===== config.mk =====
export PLATFORM = sky130hd
export DESIGN_NAME = i2c_bit_level_master_core
export DESIGN_NICKNAME = d
export VERILOG_FILES = /design/src/hw/rtl/i2cbm_pkg.sv /design/src/hw/rtl/i2cbm_step.sv /design/src/hw/rtl/i2cbm_out_reg.sv /design/src/hw/rtl/i2c_bit_level_master_core.sv
export SDC_FILE = /design/constraint.sdc
export NUM_CORES = 1
export LEC_CHECK = 0
export BUFFER_PORTS_ARGS = -buffer_cell sky130_fd_sc_hd__buf_2
export CORE_ASPECT_RATIO = 0.7
export CORE_MARGIN = 2
export CORE_UTILIZATION = 48
export DETAILED_ROUTE_END_ITERATION = 12
export GPL_TIMING_DRIVEN = 0
export PLACE_DENSITY = 0.67
export SYNTH_ARGS = -nofsm -noshare
export SYNTH_HDL_FRONTEND = slang
export SYNTH_SLANG_ARGS = --single-unit
export TNS_END_PERCENT = 20

===== constraint.sdc =====
create_clock -name clk_i -period 4.7 [get_ports clk_i]
set_input_delay 0.47 -clock clk_i [delete_from_list [all_inputs] [get_ports clk_i]]
set_output_delay 0.47 -clock clk_i [all_outputs]
set_load 0.05 [all_outputs]

===== src/hw/rtl/i2cbm_pkg.sv =====
// Shared types and constants of the I2C bit-level master core.
// Holds the phase and command codes, the item structs and the sequencer state struct.
// Depends on nothing.
package i2cbm_pkg;

  // Sequencer phases.
  localparam logic [4:0] PH_IDLE   = 5'd0;
  localparam logic [4:0] PH_ST_A   = 5'd1;
  localparam logic [4:0] PH_ST_B   = 5'd2;
  localparam logic [4:0] PH_ST_C   = 5'd3;
  localparam logic [4:0] PH_BIT_LO = 5'd4;
  localparam logic [4:0] PH_BIT_HI = 5'd5;
  localparam logic [4:0] PH_TAIL   = 5'd6;
  localparam logic [4:0] PH_SP_A   = 5'd7;
  localparam logic [4:0] PH_SP_B   = 5'd8;
  localparam logic [4:0] PH_SP_C   = 5'd9;

  // Command codes.
  localparam logic [2:0] OP_NONE      = 3'd0;
  localparam logic [2:0] OP_START     = 3'd1;
  localparam logic [2:0] OP_STOP      = 3'd2;
  localparam logic [2:0] OP_WRITE     = 3'd3;
  localparam logic [2:0] OP_READ_ACK  = 3'd4;
  localparam logic [2:0] OP_READ_NACK = 3'd5;
  localparam logic [2:0] OP_PROBE     = 3'd6;

  // Configuration register indexes.
  localparam logic REG_HALF_PERIOD = 1'b0;
  localparam logic REG_HOLD        = 1'b1;

  // Bits of one byte; the acknowledge slot comes after them.
  localparam logic [3:0] BYTE_BITS = 4'd8;

  typedef struct packed {
    logic [2:0] command;
    logic [7:0] data_byte;
    logic       sda_in;
  } cmd_item_t;

  typedef struct packed {
    logic       scl_level;
    logic       sda_release;
    logic       busy_res;
    logic       done_res;
    logic [7:0] read_value;
    logic       no_ack;
  } res_item_t;

  typedef struct packed {
    logic [4:0] phase;
    logic [2:0] op;
    logic [7:0] shift_byte;
    logic [3:0] bit_index;
    logic [7:0] tick_counter;
    logic       scl;
    logic       sda;
    logic       probe_ack;
    logic [7:0] read_reg;
  } seq_state_t;

endpackage


===== src/hw/rtl/i2cbm_step.sv =====
// Next-state and result logic for one tick of the I2C bit sequencer.
// Purely combinational; uses i2cbm_pkg for codes and structs.
module i2cbm_step (
  input  i2cbm_pkg::seq_state_t state_i,
  input  i2cbm_pkg::cmd_item_t  item_i,
  input  logic [7:0]            half_period_i,
  input  logic [7:0]            hold_i,
  output i2cbm_pkg::seq_state_t state_o,
  output i2cbm_pkg::res_item_t  res_o
);
  import i2cbm_pkg::*;

  seq_state_t s;
  logic       busy;
  logic       done;
  logic       is_read;
  logic       bit_lvl;
  logic [7:0] len_raw;
  logic [8:0] len;
  logic [8:0] tick_next;

  always_comb begin
    s    = state_i;
    busy = 1'b0;
    done = 1'b0;

    // Take a new command only while idle; unknown codes are ignored.
    if (s.phase == PH_IDLE && item_i.command >= OP_START && item_i.command <= OP_PROBE) begin
      s.op           = item_i.command;
      s.bit_index    = 4'd0;
      s.tick_counter = 8'd0;
      s.shift_byte   = (item_i.command == OP_READ_ACK || item_i.command == OP_READ_NACK)
                       ? 8'd0 : item_i.data_byte;
      if (item_i.command == OP_STOP) begin
        s.phase = PH_SP_A;
      end else if (item_i.command == OP_START || item_i.command == OP_PROBE) begin
        s.phase = PH_ST_A;
      end else begin
        s.phase = PH_BIT_LO;
      end
    end

    is_read = (s.op == OP_READ_ACK) || (s.op == OP_READ_NACK);

    // Level of the current data bit: payload MSB first, then the acknowledge slot.
    if (s.bit_index < BYTE_BITS) begin
      bit_lvl = is_read ? 1'b1 : s.shift_byte[3'd7 - s.bit_index[2:0]];
    end else begin
      bit_lvl = (s.op != OP_READ_ACK);
    end

    // Phase length; a zero register value counts as one tick.
    len_raw   = (s.phase == PH_ST_B || s.phase == PH_SP_B) ? hold_i : half_period_i;
    len       = (len_raw == 8'd0) ? 9'd1 : {1'b0, len_raw};
    tick_next = {1'b0, s.tick_counter} + 9'd1;

    if (s.phase != PH_IDLE) begin
      busy = 1'b1;

      // Line levels driven during this phase.
      unique case (s.phase)
        PH_ST_A:   {s.scl, s.sda} = 2'b11;
        PH_ST_B:   {s.scl, s.sda} = 2'b10;
        PH_ST_C:   {s.scl, s.sda} = 2'b00;
        PH_BIT_LO: {s.scl, s.sda} = {1'b0, bit_lvl};
        PH_BIT_HI: {s.scl, s.sda} = {1'b1, bit_lvl};
        PH_TAIL:   {s.scl, s.sda} = {1'b0, s.op != OP_READ_ACK};
        PH_SP_A:   {s.scl, s.sda} = 2'b00;
        PH_SP_B:   {s.scl, s.sda} = 2'b10;
        PH_SP_C:   {s.scl, s.sda} = 2'b11;
        default:   {s.scl, s.sda} = {s.scl, s.sda};
      endcase

      // End of phase: move on, or finish the command.
      if (tick_next >= len) begin
        s.tick_counter = 8'd0;
        unique case (s.phase)
          PH_ST_A: s.phase = PH_ST_B;
          PH_ST_B: s.phase = PH_ST_C;
          PH_ST_C: begin
            if (s.op == OP_PROBE) begin
              s.bit_index = 4'd0;
              s.phase     = PH_BIT_LO;
            end else begin
              done = 1'b1;
            end
          end
          PH_BIT_LO: s.phase = PH_BIT_HI;
          PH_BIT_HI: begin
            if (s.bit_index < BYTE_BITS) begin
              if (is_read) begin
                s.shift_byte = {s.shift_byte[6:0], item_i.sda_in};
              end
              s.bit_index = s.bit_index + 4'd1;
              s.phase     = PH_BIT_LO;
            end else if (s.op == OP_PROBE) begin
              s.probe_ack = item_i.sda_in;
              s.phase     = PH_SP_A;
            end else begin
              s.phase = PH_TAIL;
            end
          end
          PH_TAIL: begin
            if (is_read) begin
              s.read_reg = s.shift_byte;
            end
            done = 1'b1;
          end
          PH_SP_A: s.phase = PH_SP_B;
          PH_SP_B: s.phase = PH_SP_C;
          default: done = 1'b1;
        endcase
        if (done) begin
          s.phase = PH_IDLE;
        end
      end else begin
        s.tick_counter = tick_next[7:0];
      end
    end

    state_o           = s;
    res_o.scl_level   = s.scl;
    res_o.sda_release = s.sda;
    res_o.busy_res    = busy;
    res_o.done_res    = done;
    res_o.read_value  = s.read_reg;
    res_o.no_ack      = s.probe_ack;
  end

endmodule


===== src/hw/rtl/i2cbm_out_reg.sv =====
// Result register with valid/stall handshake for the I2C bit-level master.
// Decouples the result side from the tick side; uses i2cbm_pkg for the result struct.
module i2cbm_out_reg (
  input  logic                 clk_i,
  input  logic                 rst_ni,
  input  logic                 load_i,
  input  i2cbm_pkg::res_item_t res_i,
  output logic                 room_o,
  output logic                 out_valid_o,
  input  logic                 out_stall_i,
  output i2cbm_pkg::res_item_t out_data_o
);
  import i2cbm_pkg::*;

  logic      valid_q;
  res_item_t data_q;

  // A new result may enter when the register is empty or being emptied now.
  assign room_o = !(valid_q && out_stall_i);

  always_ff @(posedge clk_i or negedge rst_ni) begin
    if (!rst_ni) begin
      valid_q <= 1'b0;
    end else if (load_i) begin
      valid_q <= 1'b1;
    end else if (!out_stall_i) begin
      valid_q <= 1'b0;
    end
  end

  // Payload register, loaded with each accepted item's result.
  always_ff @(posedge clk_i) begin
    if (load_i) begin
      data_q <= res_i;
    end
  end

  assign out_valid_o = valid_q;
  assign out_data_o  = data_q;

endmodule


===== src/hw/rtl/i2c_bit_level_master_core.sv =====
// I2C bit-level master core: one input item is one bus timing tick and yields one result
// item. Depends on i2cbm_pkg, i2cbm_step and i2cbm_out_reg.
//
// Each accepted item is one tick of the bus sequencer and gives exactly one result in the
// next cycle; a new item is accepted in every clock cycle as long as the result register is
// empty or is being emptied, so the rate is one item per cycle, set by the single sequencer
// state register updated on each accepted tick. A command (start, stop, write, read with
// ack or nack, probe) is taken only while the sequencer is idle; SCL half periods and
// start/stop holds last half_period_q and hold_q ticks, zero counted as one. Configuration
// writes are taken at any edge with cfg_we_i high and must only be issued while idle.
module i2c_bit_level_master_core (
  input  logic                  clk_i,
  input  logic                  rst_ni,
  input  logic                  in_valid_i,
  output logic                  in_stall_o,
  input  i2cbm_pkg::cmd_item_t  in_data_i,
  output logic                  out_valid_o,
  input  logic                  out_stall_i,
  output i2cbm_pkg::res_item_t  out_data_o,
  input  logic                  cfg_we_i,
  input  logic                  cfg_index_i,
  input  logic [7:0]            cfg_wdata_i
);
  import i2cbm_pkg::*;

  seq_state_t state_q, state_d;
  res_item_t  res;
  logic [7:0] half_period_q;
  logic [7:0] hold_q;
  logic       room;
  logic       in_accept;

  assign in_stall_o = !room;
  assign in_accept  = in_valid_i && room;

  // Configuration registers.
  always_ff @(posedge clk_i or negedge rst_ni) begin
    if (!rst_ni) begin
      half_period_q <= 8'd2;
      hold_q        <= 8'd5;
    end else if (cfg_we_i) begin
      unique case (cfg_index_i)
        REG_HALF_PERIOD: half_period_q <= cfg_wdata_i;
        REG_HOLD:        hold_q        <= cfg_wdata_i;
        default:         hold_q        <= hold_q;
      endcase
    end
  end

  i2cbm_step u_step (
    .state_i       (state_q),
    .item_i        (in_data_i),
    .half_period_i (half_period_q),
    .hold_i        (hold_q),
    .state_o       (state_d),
    .res_o         (res)
  );

  // Sequencer state advances once per accepted tick.
  always_ff @(posedge clk_i or negedge rst_ni) begin
    if (!rst_ni) begin
      state_q <= '{phase: PH_IDLE, op: OP_NONE, shift_byte: 8'd0, bit_index: 4'd0,
                   tick_counter: 8'd0, scl: 1'b1, sda: 1'b1, probe_ack: 1'b0,
                   read_reg: 8'd0};
    end else if (in_accept) begin
      state_q <= state_d;
    end
  end

  i2cbm_out_reg u_out_reg (
    .clk_i       (clk_i),
    .rst_ni      (rst_ni),
    .load_i      (in_accept),
    .res_i       (res),
    .room_o      (room),
    .out_valid_o (out_valid_o),
    .out_stall_i (out_stall_i),
    .out_data_o  (out_data_o)
  );

endmodule


==> results of run 1 <==
## cells in the mapped netlist (all sizes together), types with 3 or more instances
| cell | number |
|---|---|
| dfrtp | 51 |
| nand2 | 45 |
| o21ai | 30 |
| a21oi | 27 |
| mux2 | 26 |
| nor2 | 21 |
| mux2i | 16 |
| buf | 15 |
| nor3 | 15 |
| inv | 14 |
| and3 | 13 |
| edfxtp | 13 |
| nand3 | 13 |
| clkbuf | 12 |
| ha | 10 |
| and2 | 8 |
| nor4 | 7 |
| a31oi | 6 |
| a22o | 5 |
| dfstp | 5 |
| xnor2 | 5 |
| a21o | 4 |
| a41oi | 4 |
| nand2b | 4 |
| nor2b | 4 |
| o31ai | 4 |
| nand4 | 3 |
| o22a | 3 |
| or4 | 3 |
| xor2 | 3 |
## routing by layer
layer | global-route usage, % | share of wire (%)
met1 | 36.76 | 49
met2 | 34.05 | 43
met3 | 5.109 | 7.3
met4 | 5.134 | 0.33
met5 | 0 | 0
## cell families after synthesis
group	count (synthesis)	synth area share [%]
adders and majority gates	10	2.921
DFF	69	41.97
buffers and inverters	42	4.381
and+or+nand+nor	145	17.55
AOI/OAI and AO/OA	114	19.39
xor gates and xnor gates	8	1.636
muxes	44	12.15
## report_power, final
group | switching, mW | internal, mW | leakage, nW
clock | 0.271 | 0.412 | 0.146
combinational | 0.812 | 0.488 | 1.17
sequential | 0.0877 | 0.745 | 0.839
total | 1.17 | 1.65 | 2.15
## worst min-delay path by stage
stage                            from                                end  slack, ps  depth (start not counted)
3_3_place_gp   state_q[1]$_DFFE_PN0P_             state_q[1]$_DFFE_PN0P_        470                          2
3_5_place_dp   state_q[0]$_DFFE_PN0P_             state_q[0]$_DFFE_PN0P_        470                          2
2_1_floorplan                  rst_ni       half_period_q[0]$_DFFE_PN0P_        170                          0
4_1_cts                    in_valid_i  u_out_reg.out_valid_o$_DFFE_PN0P_        340                          2
6_report                       rst_ni            state_q[34]$_DFFE_PN0P_        190                          1
5_1_grt                        rst_ni            state_q[38]$_DFFE_PN0P_        260                          1
## through the flow
step                util, %  std cells  worst slack [ps]  TNS (ps)
floorplan                 -        432             465.2         0
global placement      54.16        591            -157.1    -717.7
detailed placement    54.16        591            -209.9     -1103
CTS                   57.99        608             44.72         0
global route          58.75        615            -28.97    -107.9
finish                58.75        615             180.6         0
## sequential cells by signal, indices dropped and copies added (netlist names)
name / cells
half_period_q: 8
hold_q: 8
state_q: 39
u_out_reg.out_data_o: 13
u_out_reg.out_valid_o: 1
## timing repair
item                                    4_1_cts  5_1_grt
setup buffers                                 1        7
pin swaps                                     2        3
resized for setup                             2        4
endpoints found under the setup margin        6       39
## layout make-up
class                           instances  area (µm²)
Buffer                                 27       132.6
Clock buffer                            9       225.2
Clock inverter                          7       73.82
Fill cell                             769        3526
Inverter                               15       56.30
Multi-Input combinational cell        321        2316
Sequential cell                        69        1798
Tap cell                              120       150.1
Timing Repair Buffer                   47       270.3
==> impl_metrics.csv, run 1 <==
group,metric,value,unit
clocking,ctsRootBufferMaster,"clkbuf_16",
worst_setup_path,crit_arrival,4610,ps
worst_setup_path,endpoint,"u_out_reg.out_data_o[1]$_DFFE_PP_",
worst_setup_path,path_depth,19,
sta,clock_skew,6.879,ps
clocking,htreeDepth,3,
logic_synthesis,yosys_register_bits,69,
logic_synthesis,netlist_top_cells_area,"dfrtp_1 (30%), edfxtp_1 (9.1%), mux2_2 (4.5%), nand2_1 (3.9%), mux2i_1 (3.7%)",
grt,grt_first_pass_wirelength,18070,µm
logic_synthesis,synth_largest_area_cell,"dfrtp_1",
logic_synthesis,synth_edf_count,13,
logic_synthesis,async_flop_share,81.16,%
worst_setup_path,crit_fanout,10,
floorplanning,die_x,116.9,µm
sta,hold_viol_final,0,
finish,most-common-layout-cells,"dfrtp_1 (51), buf_2 (47), nand2_1 (44)",
worst_setup_path,reg2reg_to,"u_out_reg.out_data_o[1]$_DFFE_PP_",
sta,final-max-slew-violation-count,0,
sta,fin_crit,4519,ps
grt,grt-ovfl-total,0,
worst_setup_path,crit_slowest_cell,"or4_4",
logic_synthesis,synth_ff_type,"dfrtp_1",
logic_synthesis,synth_top_area_share,29.79,%
worst_setup_path,crit_start,"state_q[35]$_DFFE_PN0P_",
worst_setup_path,crit_family,"simple AND/OR/NAND/NOR gates",
clocking,clock_latency,340,ps
detailed_routing,num_vias,3626,
sta,max-slew-margin-rel,22.88,%
detailed_routing,final_antenna_net_count,0,
worst_setup_path,path_class,"reg2reg",
floorplanning,coreArea,8548,µm²
detailed_routing,drc,0,
finish,nets,526,
detailed_routing,vias_per_cell,5.896,
grt,grt_antenna_before_repair,0,
power_and_ir_drop,peakVddDrop,0.2468,mV
logic_synthesis,synth-seq-area-share,41.97,%
sta,whs,188.3,ps
worst_setup_path,r2r-start,"state_q[35]$_DFFE_PN0P_",
placed_design,portBuffers,39,
logic_synthesis,syn_nets,468,
logic_synthesis,yosysWarnings,0,
finish,n_antenna_cell,0,
sta,rsz0062_at_grt,"yes",
grt,grt_pass1_vias,3482,
logic_synthesis,postSynthAreaPerCell,9.917,µm²
sta,final-setup-viol-count,0,
finish,fin_area,5022,µm²
sta,max_freq,221.3,MHz
job,drv_cap,0,
clocking,cts_buffer_depth,2,
floorplanning,rows,28,
worst_setup_path,startpoint_type,"flop",
placed_design,hpwl,7837,µm
logic_synthesis,netlist_area,4284,µm²
clocking,cts_buffers,9,
worst_setup_path,crit_chain,"buf_2 -> or2_1 -> buf_2 -> or4_4 -> buf_6 -> clkbuf_2 -> and2_1 -> ha_1 -> nand3_1 -> nor2_1 -> xnor2_1 -> nor2_1 -> ha_1 -> a211oi_1 -> a21oi_2 -> a21oi_4 -> nand2_4 -> nand3_4 -> mux2_2",
worst_hold_path,hold_path_class,"in2async",
worst_setup_path,max_stage_delay,550,ps
floorplanning,ios,41,
sta,fin_crit_sh,96.16,%
floorplanning,die_area,9709,µm²
finish,final_common_cell,"dfrtp_1",
detailed_routing,post_drt_wl_per_cell,17.73,µm
finish,drive_above_1_share,25.86,%
logic_synthesis,syn_inst,432,
grt,grt.total_usage,23.76,%
power_and_ir_drop,powerDensity,560.7,nW/µm²
floorplanning,die_y,83.04,µm
worst_setup_path,reg2reg_setup_slack,180,ps
clocking,cts_tree,"yes",
clocking,path_clk_slew,60,ps
logic_synthesis,yosysUniqueCellTypes,76,
detailed_routing,drt_iter0_markers,252,
power_and_ir_drop,p_leak,2.153,nW
placed_design,place.gp.congestion,0.9224,
clocking,cts.sinks,69,
detailed_routing,firstDrtPassIters,5,
finish,syn_to_final_growth,17.23,%
worst_setup_path,required,4790,ps
worst_setup_path,rr_worst_depth,19,
outcome,outcome,"complete, no violations",
placed_design,place_area,4629,µm²
clocking,postCtsHoldBufs,0,
floorplanning,start_util,50.12,%
grt,grt_max_degree,57,
worst_setup_path,worst-path-buf-inv,4,
worst_setup_path,critPathCaptureType,"flop",
detailed_routing,drt_wl_total,10900,µm
sta,worstMarginPinSlew,1157,ps
power_and_ir_drop,power,2.816,mW
Note: power is estimated with default switching activity, not from simulation.
==> run 2, diff against run 1 <==
--- a/config.mk
+++ b/config.mk
@@ -11,6 +11,7 @@
 export CORE_UTILIZATION = 48
 export DETAILED_ROUTE_END_ITERATION = 12
 export GPL_TIMING_DRIVEN = 0
+export MAX_ROUTING_LAYER = met4
 export PLACE_DENSITY = 0.67
 export SYNTH_ARGS = -nofsm -noshare
 export SYNTH_HDL_FRONTEND = slang
==> run 2 against run 1 <==
Via count fell by 0.88%. Largest cell class unchanged. Critical path depth is 1 lower. Utilization down 0.94 points. Routed wire length shrank 3.2%. Final area down 1.6%. Setup slack gained 38 ps. Combinational power hardly changed. Cell count shrank 1.3%. Register-to-register slack improved by 40 ps. Sequential cell count did not move. Clock skew is 1.5 ps higher.
==> impl_metrics.csv, run 2 (same netlist as run 1, synthesis figures left out) <==
group,metric,value,unit
worst_setup_path,crit_family,"simple AND/OR/NAND/NOR gates",
power_and_ir_drop,p_comb_share,46.1,%
worst_setup_path,path_depth,18,
worst_setup_path,worst-path-buf-inv,3,
detailed_routing,num_vias,3594,
placed_design,place.gp.congestion,0.9581,
floorplanning,start_util,50.12,%
floorplanning,ios,41,
finish,fin_area,4942,µm²
job,drv_cap,0,
placed_design,place_ws,-189.5,ps
clocking,htreeDepth,3,
sta,final-max-slew-violation-count,0,
worst_setup_path,endpoint,"u_out_reg.out_data_o[1]$_DFFE_PP_",
floorplanning,rows,28,
sta,fin_crit_sh,95.35,%
sta,max_freq,223.1,MHz
grt,grt_antenna_before_repair,0,
worst_setup_path,reg2reg_to,"u_out_reg.out_data_o[1]$_DFFE_PP_",
sta,totalNegativeSetupSlack,0,ps
finish,n_antenna_cell,0,
floorplanning,coreArea,8548,µm²
clocking,cts.sinks,69,
clocking,ctsRootBufferMaster,"clkbuf_16",
sta,hold_viol_final,0,
worst_setup_path,crit_arrival,4570,ps
grt,grt.total_usage,24.47,%
power_and_ir_drop,p_int,1.635,mW
worst_hold_path,hold_path_class,"in2async",
power_and_ir_drop,p_sw_share,40.91,%
worst_setup_path,crit_chain,"buf_2 -> or2_1 -> buf_2 -> or4_4 -> buf_6 -> and2_1 -> ha_1 -> nand3_1 -> nor2_1 -> xnor2_1 -> nor2_1 -> ha_1 -> o21ai_1 -> nor2_1 -> a21oi_4 -> nand2_4 -> nand3_4 -> mux2_2",
sta,worstMarginPinSlew,1190,ps
finish,final_common_cell,"dfrtp_1",
worst_setup_path,rr_worst_depth,18,
sta,fin_crit,4481,ps
power_and_ir_drop,seqPwrFrac,30.1,%
power_and_ir_drop,power,2.768,mW
grt,grt_max_degree,57,
worst_setup_path,required,4780,ps
worst_setup_path,reg2reg_setup_slack,220,ps
finish,syn_to_final_growth,15.36,%
finish,fin_util,57.82,%
worst_setup_path,max_stage_delay,550,ps
worst_setup_path,crit_start,"state_q[35]$_DFFE_PN0P_",
detailed_routing,drt_iter0_markers,279,
clocking,postCtsHoldBufs,0,
placed_design,portBuffers,39,
sta,final-setup-viol-count,0,
placed_design,hpwl,7695,µm
sta,rsz0062_at_grt,"no",
finish,most-common-layout-cells,"dfrtp_1 (51), buf_2 (47), nand2_1 (44)",
clocking,cts_tree,"yes",
finish,largest_reg_flops,39,
sta,max-slew-margin-rel,20.69,%
floorplanning,die_y,83.04,µm
grt,grt_pass1_vias,3463,
worst_setup_path,crit_fanout,16,
floorplanning,die_area,9709,µm²
clocking,cts_buffers,9,
finish,nets,518,
worst_setup_path,crit_slowest_cell,"or4_4",
finish,layout.cells.non_filler,607,
worst_setup_path,cp_common_cell,"nor2_1",
detailed_routing,final_antenna_net_count,0,
grt,grt_first_pass_wirelength,18000,µm
grt,grt-ovfl-total,0,
detailed_routing,firstDrtPassIters,5,
detailed_routing,drc,0,
power_and_ir_drop,p_leak,2.117,nW
placed_design,dp_cells,591,
sta,fin_ws,218.6,ps
clocking,path_clk_slew,60,ps
clocking,clock_latency,330,ps
sta,clock_skew,8.362,ps
power_and_ir_drop,peakVddDrop,0.2738,mV
worst_setup_path,startpoint_type,"flop",
detailed_routing,drt_wl_total,10560,µm
detailed_routing,post_drt_wl_per_cell,17.39,µm
worst_setup_path,r2r-start,"state_q[35]$_DFFE_PN0P_",
detailed_routing,vias_per_cell,5.921,
finish,drive_above_1_share,23.61,%
sta,whs,178.4,ps
finish,top_register,"state_q",
clocking,cts_buffer_depth,2,
outcome,outcome,"complete, no violations",
floorplanning,die_x,116.9,µm
power_and_ir_drop,p_sw,1.132,mW
worst_setup_path,path_class,"reg2reg",
power_and_ir_drop,powerDensity,560.0,nW/µm²
placed_design,place_area,4629,µm²
worst_setup_path,critPathCaptureType,"flop",
power_and_ir_drop,clockPowerShare,23.8,%
==> run 2: repair_timing <==
action,CTS,global route
pin swaps,2,2
resized for setup,2,0
endpoints found under the setup margin,10,43
setup buffers,0,1
==> run 2: layer usage <==
layer | GRT usage (%) | vias up | wire, µm
li1 | - | 1717 | -
met1 | 37.21 | 1730 | 5290
met2 | 32.90 | 139 | 4465
met3 | 6.350 | 8 | 717
met4 | 4.920 | 0 | 84
met5 | - | - | 0
==> run 2: area by class of cell <==
cell class	count	area, µm²
Fill cell	759	3606
Sequential cell	69	1798
Buffer	26	127.6
Clock inverter	5	53.80
Inverter	15	56.30
Multi-Input combinational cell	321	2306
Tap cell	120	150.1
Timing Repair Buffer	40	217.7
Clock buffer	11	232.7
==> run 2: power by group through the flow <==
stage	registers, mW	clock network (mW)	logic (mW)
2_1_floorplan	0.867	0	0.909
3_3_place_gp	0.835	0	1.23
3_5_place_dp	0.840	0	1.24
4_1_cts	0.831	0.675	1.26
5_1_grt	0.849	0.700	1.41
6_report	0.833	0.658	1.28
==> run 2: worst min path at each step <==
stage / start / to
after floorplan: rst_ni / half_period_q[0]$_DFFE_PN0P_
after global placement: state_q[7]$_DFFE_PN0P_ / state_q[7]$_DFFE_PN0P_
after detailed placement: state_q[1]$_DFFE_PN0P_ / state_q[1]$_DFFE_PN0P_
after CTS: in_valid_i / u_out_reg.out_valid_o$_DFFE_PN0P_
after global routing: rst_ni / state_q[38]$_DFFE_PN0P_
final: rst_ni / state_q[34]$_DFFE_PN0P_
==> run 3, diff against run 2 <==
--- a/config.mk
+++ b/config.mk
@@ -5,14 +5,13 @@
 export SDC_FILE = /design/constraint.sdc
 export NUM_CORES = 1
 export LEC_CHECK = 0
-export BUFFER_PORTS_ARGS = -buffer_cell sky130_fd_sc_hd__buf_2
 export CORE_ASPECT_RATIO = 0.7
 export CORE_MARGIN = 2
 export CORE_UTILIZATION = 48
 export DETAILED_ROUTE_END_ITERATION = 12
+export DONT_BUFFER_PORTS = 1
 export GPL_TIMING_DRIVEN = 0
 export MAX_ROUTING_LAYER = met4
-export PLACE_DENSITY = 0.67
 export SYNTH_ARGS = -nofsm -noshare
 export SYNTH_HDL_FRONTEND = slang
 export SYNTH_SLANG_ARGS = --single-unit
==> run 3 against run 2 <==
The run now ends with negative hold slack left. Clock skew is 2.5 ps higher. Power is 4.2% higher. Fmax is 1.4% lower. Clock-buffer cell count is 1 lower. Non-clock buffer count is 35 lower. Utilization is 1.1 points lower.
==> impl_metrics.csv, run 3 (same netlist as run 1, synthesis figures left out) <==
group,metric,value,unit
detailed_routing,vias_per_cell,6.091,
placed_design,hpwl,8087,µm
outcome,outcome,"complete, but fails checks",
grt,grt_pass1_vias,3318,
clocking,cts_buffer_depth,2,
finish,syn_to_final_growth,13.20,%
finish,most-common-layout-cells,"dfrtp_1 (51), nand2_1 (44), a21oi_1 (26)",
job,drv_cap,0,
floorplanning,die_y,83.04,µm
sta,final-max-slew-violation-count,0,
sta,fin_crit_sh,96.71,%
sta,worstMarginPinSlew,1146,ps
power_and_ir_drop,p_leak,2.003,nW
sta,max_freq,220.0,MHz
worst_hold_path,hold_path_class,"in2async",
detailed_routing,drc,0,
power_and_ir_drop,peakVddDrop,0.2543,mV
finish,top_register,"state_q",
finish,seqCellArea,1798,µm²
clocking,ctsRootBufferMaster,"clkbuf_16",
finish,fin_util,56.73,%
worst_setup_path,cp_common_cell,"nor2_1",
sta,final-setup-viol-count,0,
clocking,cts_buffers,9,
floorplanning,rows,28,
grt,grt-ovfl-total,0,
sta,hold_viol_final,1,
detailed_routing,post_drt_wl_per_cell,19.12,µm
clocking,htreeDepth,3,
finish,final_common_cell,"dfrtp_1",
worst_setup_path,path_class,"reg2reg",
detailed_routing,drt_wl_total,10930,µm
floorplanning,ios,41,
sta,rsz0062_at_grt,"yes",
worst_setup_path,startpoint_type,"flop",
placed_design,place_ws,-158.4,ps
worst_setup_path,crit_chain,"or3_1 -> buf_2 -> or4_4 -> buf_6 -> buf_2 -> and2_1 -> ha_1 -> nand3_1 -> nor2_1 -> xnor2_1 -> nor2_1 -> ha_1 -> o21ai_1 -> nor2_1 -> a21oi_4 -> nand2_4 -> nand3_4 -> mux2_2",
clocking,cts_tree,"yes",
sta,fin_ws,154.4,ps
sta,whs,-1.010,ps
worst_setup_path,worst-path-buf-inv,3,
floorplanning,coreArea,8548,µm²
floorplanning,die_x,116.9,µm
placed_design,place.gp.congestion,0.9567,
worst_setup_path,crit_fanout,10,
worst_setup_path,crit_family,"simple AND/OR/NAND/NOR gates",
sta,fin_crit,4546,ps
power_and_ir_drop,powerDensity,594.6,nW/µm²
finish,largest_reg_flops,39,
grt,grt.total_usage,24.85,%
clocking,cts.sinks,69,
grt,grt_antenna_before_repair,0,
clocking,path_clk_slew,60,ps
worst_setup_path,crit_slowest_cell,"or4_4",
sta,clock_skew,10.90,ps
finish,multi_input_area,2311,µm²
finish,drive_above_1_share,17.92,%
detailed_routing,drt_iter0_markers,274,
outcome,violations,"negative hold slack",
placed_design,portBuffers,0,
detailed_routing,firstDrtPassIters,5,
finish,nets,483,
finish,n_antenna_cell,0,
grt,grt_max_degree,57,
detailed_routing,final_antenna_net_count,0,
clocking,clock_latency,330,ps
worst_setup_path,max_stage_delay,520,ps
floorplanning,die_area,9709,µm²
detailed_routing,num_vias,3484,
finish,nFillCells,782,
worst_setup_path,required,4780,ps
worst_setup_path,critPathCaptureType,"flop",
worst_setup_path,crit_arrival,4620,ps
grt,grt_first_pass_wirelength,18120,µm
sta,max-slew-margin-rel,23.61,%
floorplanning,start_util,50.12,%
-- run 3: layout make-up --
type                       count  area share, %
multi-input combinational    321          47.65
clock inverter                 6          2.270
buffer                        27          2.735
sequential                    69          37.07
clock buffer                  10          4.721
tap                          120          3.096
timing repair buffer           4          1.290
inverter                      15          1.161
-- run 3: final timing paths --
| kind | cells past startpoint | from | slack (ps) | endpoint |
|---|---|---|---|---|
| hold / removal | 1 | rst_ni | -1 | state_q[35]$_DFFE_PN0P_ |
| setup reg to reg | 18 | state_q[34]$_DFFE_PN0P_ | 150 | u_out_reg.out_data_o[1]$_DFFE_PP_ |
| max in group asynchronous | 1 | rst_ni | 4400 | hold_q[0]$_DFFE_PN1P_ |
| hold reg to reg | 2 | state_q[2]$_DFFE_PN0P_ | 480 | state_q[2]$_DFFE_PN0P_ |
| min in group clk_i | 1 | in_valid_i | 250 | u_out_reg.out_valid_o$_DFFE_PN0P_ |
| setup / recovery | 18 | state_q[34]$_DFFE_PN0P_ | 150 | u_out_reg.out_data_o[1]$_DFFE_PP_ |
-- run 3: where the power goes --
part / internal [mW] / total, mW / switching, mW / leakage [nW]
Clock: 0.518 / 0.770 / 0.252 / 0.161
Sequential: 0.747 / 0.888 / 0.141 / 0.839
Combinational: 0.469 / 1.22 / 0.756 / 1.00
Total: 1.73 / 2.88 / 1.15 / 2.00
-- run 3: metrics by stage --
| step | setup TNS [ps] | area, µm² | total power, mW | cells |
|---|---|---|---|---|
| after floorplan | 0 | 4284 | 1.776 | 432 |
| after detailed placement | -605.9 | 4434 | 2.064 | 552 |
| after global placement | -540.6 | 4434 | 2.063 | 552 |
| final | 0 | 4850 | 2.883 | 572 |
| after CTS | 0 | 4825 | 2.869 | 571 |
| after global routing | -1.507 | 4850 | 3.067 | 572 |
-- run 3: routing by layer --
metal,vias to the layer above,routed length [µm],track usage [%]
met5,-,0,-
met4,0,83,3.957
met3,10,865,7.153
met2,149,4364,31.16
met1,1685,5621,39.69
li1,1640,-,-
-- run 3: timing repair --
action                                  in CTS  in global routing
pin swaps                                    3                  2
hold buffers                                 1                  0
resized for setup                            2                  3
hold endpoints to repair                    56                  0
setup buffers                                2                  1
endpoints found under the setup margin       9                 30
-- run 3: worst register-to-register path, stage by stage (launching register included) --
cell and delay [ps]:
dfrtp_1 450, or3_1 430, buf_2 200, or4_4 520, buf_6 160, buf_2 180, and2_1 210, ha_1 240
nand3_1 100, nor2_1 80, xnor2_1 130, nor2_1 170, ha_1 260, o21ai_1 170, nor2_1 100, a21oi_4 270
nand2_4 140, nand3_4 140, mux2_2 350
